===== src/rtl/mpqa_pkg.sv =====
// ----------------------------------------------------------------------------
// mpqa_pkg: shared definitions for the min priority queue array
// Sizes, status codes, request kinds and the per-cell control struct.
// ----------------------------------------------------------------------------
package mpqa_pkg;

   // Queue capacity and derived widths
   localparam int DEPTH = 8;
   localparam int CNT_W = $clog2(DEPTH + 1);
   localparam int VAL_W = 32;
   localparam int OCC_W = 4;
   localparam int ST_W  = 2;

   typedef logic signed [VAL_W-1:0] value_type;
   typedef logic [CNT_W-1:0]        count_type;
   typedef logic [OCC_W-1:0]        occ_type;

   // Result status codes
   typedef enum logic [ST_W-1:0] {
      ST_OK    = 2'd0,
      ST_FULL  = 2'd1,
      ST_EMPTY = 2'd2
   } status_type;

   // Request kinds
   typedef enum logic {
      REQ_INSERT = 1'b0,
      REQ_REMOVE = 1'b1
   } req_kind_type;

   // Command broadcast to every cell of the chain
   typedef struct packed {
      logic ins_en;
      logic rem_en;
   } cell_ctrl_type;

endpackage


===== src/rtl/mpqa_if.sv =====
// ----------------------------------------------------------------------------
// mpqa_req_if / mpqa_rsp_if: request and result channels
// Valid/ready handshake with the payload fields of each channel.
// ----------------------------------------------------------------------------
interface mpqa_req_if;
   logic                valid;
   logic                ready;
   logic                req_type;
   mpqa_pkg::value_type value;

   modport source (output valid, output req_type, output value, input ready);
   modport sink   (input valid, input req_type, input value, output ready);
endinterface

interface mpqa_rsp_if;
   logic                 valid;
   logic                 ready;
   logic [1:0]           status;
   mpqa_pkg::value_type  removed_value;
   mpqa_pkg::occ_type    occupancy;

   modport source (output valid, output status, output removed_value,
                   output occupancy, input ready);
   modport sink   (input valid, input status, input removed_value,
                   input occupancy, output ready);
endinterface


===== src/rtl/mpqa_cell.sv =====
// ----------------------------------------------------------------------------
// mpqa_cell: one slot of the sorted chain
// Holds one entry. On insert it keeps its entry or takes the new value or
// its left neighbor's entry; on removal it takes its right neighbor's entry.
// ----------------------------------------------------------------------------
module mpqa_cell (
   input  logic                    clock,
   input  mpqa_pkg::cell_ctrl_type ctrl,
   input  mpqa_pkg::value_type     ins_value,
   input  logic                    occupied,
   input  logic                    prev_keep,
   input  mpqa_pkg::value_type     prev_entry,
   input  mpqa_pkg::value_type     next_entry,
   output logic                    keep,
   output mpqa_pkg::value_type     entry
);

   mpqa_pkg::value_type entry_ff;
   mpqa_pkg::value_type entry_in;

   // An occupied entry stays put when it is at or below the new value (ties keep order)
   assign keep  = occupied && !(ins_value < entry_ff);
   assign entry = entry_ff;

   // Next entry
   always_comb begin
      entry_in = entry_ff;
      if (ctrl.ins_en && !keep) begin
         entry_in = prev_keep ? ins_value : prev_entry;
      end else if (ctrl.rem_en) begin
         entry_in = next_entry;
      end
   end

   always_ff @(posedge clock) begin
      entry_ff <= entry_in;
   end

endmodule


===== src/rtl/min_priority_queue_array_unit.sv =====
// The result is registered and presented in the cycle after the request is accepted.
// Throughput: one request per cycle while results are drained; the cell chain updates in the accept cycle.
// A request is taken whenever the result register is empty or being drained.
// Reset (synchronous) clears the entry count and the result valid flag;
// stored entries are not cleared and need no clearing pass.
// ----------------------------------------------------------------------------
// min_priority_queue_array_unit: ascending priority queue
// Entries live in a chain of cells kept sorted ascending, ties in insertion
// order, so the smallest (earliest among equals) always sits in cell zero.
// ----------------------------------------------------------------------------
module min_priority_queue_array_unit (
   input  logic     clock,
   input  logic     reset,
   mpqa_req_if.sink   req_if,
   mpqa_rsp_if.source rsp_if
);

   localparam int DEPTH = mpqa_pkg::DEPTH;
   localparam int CNT_W = mpqa_pkg::CNT_W;

   // Count and result registers
   mpqa_pkg::count_type  count_ff, count_in;
   logic                 rsp_valid_ff, rsp_valid_in;
   mpqa_pkg::status_type status_ff, status_in;
   mpqa_pkg::value_type  removed_ff, removed_in;
   mpqa_pkg::occ_type    occ_ff, occ_in;

   logic                    accept;
   logic                    is_remove;
   logic                    full;
   logic                    empty;
   mpqa_pkg::cell_ctrl_type ctrl;
   logic [31:0]             count_wide;

   logic                keep_w  [DEPTH];
   mpqa_pkg::value_type entry_w [DEPTH];

   // Handshake
   assign req_if.ready = !rsp_valid_ff || rsp_if.ready;
   assign accept       = req_if.valid && req_if.ready;
   assign is_remove    = (req_if.req_type == mpqa_pkg::REQ_REMOVE);
   assign full         = (count_ff == CNT_W'(DEPTH));
   assign empty        = (count_ff == '0);

   // Cell commands
   assign ctrl.ins_en = accept && !is_remove && !full;
   assign ctrl.rem_en = accept && is_remove && !empty;

   // Cell chain
   for (genvar i = 0; i < DEPTH; i++) begin : g_cell
      logic                occ;
      logic                p_keep;
      mpqa_pkg::value_type p_entry;
      mpqa_pkg::value_type n_entry;

      assign occ = (count_ff > CNT_W'(i));

      if (i == 0) begin : g_head
         assign p_keep  = 1'b1;
         assign p_entry = req_if.value;
      end else begin : g_body
         assign p_keep  = keep_w[i-1];
         assign p_entry = entry_w[i-1];
      end

      if (i == DEPTH - 1) begin : g_tail
         assign n_entry = entry_w[i];
      end else begin : g_next
         assign n_entry = entry_w[i+1];
      end

      mpqa_cell u_cell (
         .clock      (clock),
         .ctrl       (ctrl),
         .ins_value  (req_if.value),
         .occupied   (occ),
         .prev_keep  (p_keep),
         .prev_entry (p_entry),
         .next_entry (n_entry),
         .keep       (keep_w[i]),
         .entry      (entry_w[i])
      );
   end

   // Count and result next state
   always_comb begin
      count_in     = count_ff;
      rsp_valid_in = rsp_valid_ff;
      status_in    = status_ff;
      removed_in   = removed_ff;
      if (rsp_valid_ff && rsp_if.ready) begin
         rsp_valid_in = 1'b0;
      end
      if (ctrl.ins_en) begin
         count_in = count_ff + CNT_W'(1);
      end else if (ctrl.rem_en) begin
         count_in = count_ff - CNT_W'(1);
      end
      if (accept) begin
         rsp_valid_in = 1'b1;
         removed_in   = '0;
         status_in    = mpqa_pkg::ST_OK;
         if (is_remove) begin
            if (empty) begin
               status_in = mpqa_pkg::ST_EMPTY;
            end else begin
               removed_in = entry_w[0];
            end
         end else if (full) begin
            status_in = mpqa_pkg::ST_FULL;
         end
      end
   end

   // Occupancy is reported in the low bits of the count
   assign count_wide = 32'(count_in);
   assign occ_in     = accept ? count_wide[mpqa_pkg::OCC_W-1:0] : occ_ff;

   always_ff @(posedge clock) begin
      if (reset) begin
         count_ff     <= '0;
         rsp_valid_ff <= 1'b0;
      end else begin
         count_ff     <= count_in;
         rsp_valid_ff <= rsp_valid_in;
      end
   end

   always_ff @(posedge clock) begin
      status_ff  <= status_in;
      removed_ff <= removed_in;
      occ_ff     <= occ_in;
   end

   // Result outputs
   assign rsp_if.valid         = rsp_valid_ff;
   assign rsp_if.status        = status_ff;
   assign rsp_if.removed_value = removed_ff;
   assign rsp_if.occupancy     = occ_ff;

   // Checks
   a_count_bound: assert property (@(posedge clock) disable iff (reset)
      count_ff <= CNT_W'(DEPTH))
      else $error("entry count above capacity");

   a_insert_count: assert property (@(posedge clock) disable iff (reset)
      ctrl.ins_en |=> count_ff == $past(count_ff) + CNT_W'(1))
      else $error("insert did not grow the count");

   a_remove_head: assert property (@(posedge clock) disable iff (reset)
      ctrl.rem_en |=> rsp_valid_ff && removed_ff == $past(entry_w[0]))
      else $error("removal did not return the head entry");

   a_refused_zero: assert property (@(posedge clock) disable iff (reset)
      accept && !ctrl.ins_en && !ctrl.rem_en |=>
         removed_ff == '0 && $stable(count_ff))
      else $error("refused request changed state or returned a value");

endmodule


===== src/flat_wrapper.sv =====
// flat-port wrapper written by rule: the top's interface ports become plain ports
module min_priority_queue_array_unit_flat 
  (clock, reset, req_if_valid, req_if_req_type, req_if_value, req_if_ready, rsp_if_valid, rsp_if_status, rsp_if_removed_value, rsp_if_occupancy, rsp_if_ready);
  mpqa_req_if req_if_i ();
  mpqa_rsp_if rsp_if_i ();
  input  logic clock;
  input  logic reset;
  input wire logic [$bits(req_if_i.valid)-1:0] req_if_valid;
  input wire logic [$bits(req_if_i.req_type)-1:0] req_if_req_type;
  input wire logic [$bits(req_if_i.value)-1:0] req_if_value;
  output wire logic [$bits(req_if_i.ready)-1:0] req_if_ready;
  output wire logic [$bits(rsp_if_i.valid)-1:0] rsp_if_valid;
  output wire logic [$bits(rsp_if_i.status)-1:0] rsp_if_status;
  output wire logic [$bits(rsp_if_i.removed_value)-1:0] rsp_if_removed_value;
  output wire logic [$bits(rsp_if_i.occupancy)-1:0] rsp_if_occupancy;
  input wire logic [$bits(rsp_if_i.ready)-1:0] rsp_if_ready;
  assign req_if_i.valid = req_if_valid;
  assign req_if_i.req_type = req_if_req_type;
  assign req_if_i.value = req_if_value;
  assign req_if_ready = req_if_i.ready;
  assign rsp_if_valid = rsp_if_i.valid;
  assign rsp_if_status = rsp_if_i.status;
  assign rsp_if_removed_value = rsp_if_i.removed_value;
  assign rsp_if_occupancy = rsp_if_i.occupancy;
  assign rsp_if_i.ready = rsp_if_ready;
  min_priority_queue_array_unit u_core (.clock(clock), .reset(reset), .req_if(req_if_i), .rsp_if(rsp_if_i));
endmodule

===== config.mk =====
export PLATFORM = sky130hd
export DESIGN_NAME = min_priority_queue_array_unit_flat
export DESIGN_NICKNAME = d
export VERILOG_FILES = /design/src/rtl/mpqa_pkg.sv /design/src/rtl/mpqa_if.sv /design/src/rtl/mpqa_cell.sv /design/src/rtl/min_priority_queue_array_unit.sv /design/src/flat_wrapper.sv
export SDC_FILE = /design/constraint.sdc
export NUM_CORES = 1
export LEC_CHECK = 0
export ABC_CLOCK_PERIOD_IN_PS = 4500
export BUFFER_PORTS_ARGS = -buffer_cell sky130_fd_sc_hd__buf_2
export CAP_MARGIN = 20
export CORE_ASPECT_RATIO = 0.6
export CORE_MARGIN = 2
export CORE_UTILIZATION = 58
export DETAILED_ROUTE_END_ITERATION = 8
export PLACE_DENSITY = 0.83
export SETUP_SLACK_MARGIN = 0.1
export SLEW_MARGIN = 30
export SYNTH_ARGS = -nofsm -noshare
export SYNTH_HDL_FRONTEND = slang
export SYNTH_HIERARCHICAL = 1
export SYNTH_SLANG_ARGS = --single-unit

===== constraint.sdc =====
create_clock -name clock -period 4.5 [get_ports clock]
set_input_delay 0 -clock clock [delete_from_list [all_inputs] [get_ports clock]]
set_output_delay 0 -clock clock [all_outputs]
set_load 0.02 [all_outputs]

==> impl_summary.txt <==
----------------------------------------------------
[Final layout]
  Area grow syn2layout ... 8.12%
  Finished Cell Area ... 25600 sq um
  Highest-count cells in the layout ignoring fill and taps ... edfxtp_1, mux2_2, inv_1
  Area of combinational cells with multiple inputs ... 13300 sq um
  Inserted Diodes ... 0
  Util after Layout ... 0.633
  Filler cells ... 3010
  Fraction of layout instances using a drive strength above 1 ... 0.356
  Most common cell after layout, fill and taps aside ... edfxtp_1
  Final net count ... 2315
  Storage element area ... 8930 sq um

[Routing]
  Final routed wirelength across all metal layers ... 58000 um
  DRC Markers ... 0
  Vias after detailed routing ... 16143
  Antenna violation net count after detailed routing ... 0
  Via density ... 6.25
  DRC violation total after the first TritonRoute iteration ... 1811
  Detailed-route wire length per cell ... 22.5 um
  Drt pass-1 iters ... 5

[STA]
  Final period util ... 0.852
  Headroom to the max-slew limit ... 0.407
  Unrepaired setup endpoints after global routing ... no
  Final Hold Slack ... 0.232 ns
  Final number of max-transition violations ... 0
  Final setup violating endpoints ... 0
  Time the final worst path needs with I/O delays and setup ... 3.83 ns
  F_max ... 0.261 GHz
  Maximum clock skew at final layout ... 0.0167 ns
  Measured slew at the worst slew-check pin ... 0.890 ns
  Aggregate negative setup slack ... 0 ns
  Hold violation count in the final report ... 0
  Min setup slack post-route ... 0.667 ns

[Placement]
  Placed wire-length estimate after detailed placement ... 44200 um
  Cell area after placement ... 24500 sq um
  Count of buffers from port buffering ... 76
  Setup slack at placement ... 0.742 ns
  Placer's final routability congestion estimate ... 0.886

[Status]
  Outcome ... finished, final reports clean

[Run]
  Max-cap violations ... 0

[Clocking]
  Number of resized instances in the post-cts repair step ... 0
  Clock root buffer master ... clkbuf_16
  CTS tree ... yes
  CTS clock-pin slew for the worst setup and hold paths ... 0.06 ns
  Clk sink count ... 299
  Clock Path Buffers ... 3
  TritonCTS buffer count ... 34
  Skew-Pair Late Insertion Delay ... 0.53 ns
  Htree depth ... 2

[Global route]
  Combined global-route utilization of all metal layers ... 0.269
  Pin count of the biggest net entering global routing ... 40
  Number of global-route vias before repair ... 15829
  Antenna violations before repair ... 1
  Grt ovf ... 0
  First-pass GRT wire length ... 89600 um

[Floorplanning]
  Vertical extent of the die ... 160 um
  Number of rows created at floorplan ... 57
  Number of ports placed on the die boundary ... 77
  Die extent in x ... 265 um
  Total die area ... 42500 sq um
  Initial Utilization ... 0.586
  Area inside the core boundary ... 40400 sq um

[Min path]
  Min-Delay Path Depth ... 4
  Beginning of the worst hold path ... rsp_if_ready
  Path category of the worst min-delay check ... input port to flop
  Capture endpoint of the worst hold path ... u_core/count_ff[3]$_SDFF_PP0_

[Setup path]
  CP Data Required Time ... 4.78 ns
  Depth of the worst register-to-register path ... 11
  Endpoint arrival time on the critical path ... 4.11 ns
  Setup slack on the worst flop-to-flop path ... 0.67 ns
  Max FO, Critical Path ... 12
  Reg-to-reg critical path startpoint ... u_core/g_cell[6].u_cell/entry[31]$_DFFE_PP_
  Startpoint Class ... flop
  Type of the worst setup path ... flop to flop
  Reg-to-reg endpoint ... u_core/g_cell[7].u_cell/entry[23]$_DFFE_PP_
  Element type at the critical path end ... flop

[Synthesis]
  Gate count of the mapped netlist ... 1947
  Average cell area after synthesis ... 12.1 sq um
  Total standard cell area after synthesis ... 23600 sq um
  Yosys warns ... 6
  Net count of the mapped netlist ... 2236

[Power]
  Worst ir drop on vdd ... 0.000258 V
  Leakage power of the design ... 0.0111 uW
  Pwr/cell area ... 498 nW/um^2

----------------------------------------------------
timing repair:
action                     CTS  global route
hold buffers                 4             0
buffers inserted             0             0
hold endpoints to repair     9             0
setup endpoints to repair    0             0
worst max-delay path by stage:
stage | startpoint | endpoint | slack [ns] | depth (start not counted)
2_1_floorplan | u_core/rsp_if.valid$_SDFFE_PP0P_ | u_core/g_cell[0].u_cell/entry[0]$_DFFE_PP_ | 0.57 | 8
3_3_place_gp | u_core/count_ff[0]$_SDFF_PP0_ | u_core/g_cell[3].u_cell/entry[18]$_DFFE_PP_ | 0.74 | 7
3_5_place_dp | u_core/g_cell[6].u_cell/entry[21]$_DFFE_PP_ | u_core/g_cell[7].u_cell/entry[29]$_DFFE_PP_ | 0.74 | 11
4_1_cts | u_core/count_ff[0]$_SDFF_PP0_ | u_core/g_cell[6].u_cell/entry[29]$_DFFE_PP_ | 0.72 | 9
5_1_grt | u_core/count_ff[0]$_SDFF_PP0_ | u_core/g_cell[6].u_cell/entry[26]$_DFFE_PP_ | 0.45 | 7
6_report | u_core/g_cell[6].u_cell/entry[31]$_DFFE_PP_ | u_core/g_cell[7].u_cell/entry[23]$_DFFE_PP_ | 0.67 | 11
final cells by class:
cell class | count | area share
well taps | 531 | 0.0260
clock inverters | 13 | 0.00484
inverters | 271 | 0.0398
flip-flops and latches | 299 | 0.349
clock buffers | 47 | 0.0368
multi-input cells | 1314 | 0.519
repair buffers | 106 | 0.0247
stage by stage:
step | power (uW) | cells
3_5_place_dp | 9870 | 2517
2_1_floorplan | 8530 | 1947
6_report | 12700 | 2581
4_1_cts | 12600 | 2581
5_1_grt | 13300 | 2581
3_3_place_gp | 9540 | 2516
flip-flops by register name, summed over array words and instances (netlist names):
signal	cells
u_core/g_cell.u_cell/entry	256
u_core/rsp_if.removed_value	32
u_core/rsp_if.valid	1
u_core/rsp_if.status	2
u_core/count_ff	4
u_core/rsp_if.occupancy	4
power by group:
part | total, uW | leakage, uW | switching (uW) | internal (uW)
combinational | 5210 | 0.00768 | 2560 | 2650
clock | 2760 | 0.000515 | 1180 | 1580
sequential | 4760 | 0.00285 | 618 | 4150
metal layers:
layer,vias up,GRT usage,wire [um]
met4,0,0.0686,1350
met2,759,0.369,22700
met1,8018,0.434,28600
li1,7276,-,-
met3,90,0.0439,5250
met5,-,0,0
critical path, stage by stage, from the launching register on:
cell	delay, ns
edfxtp_1	0.44
inv_1	0.08
ha_1	0.34
nand4_1	0.18
nor2_1	0.09
a221oi_1	0.32
nand3_1	0.22
or3_2	0.53
a21boi_4	0.44
buf_4	0.31
mux2_2	0.36
mux2_4	0.26
No activity file was read; power rests on OpenSTA's default activity.
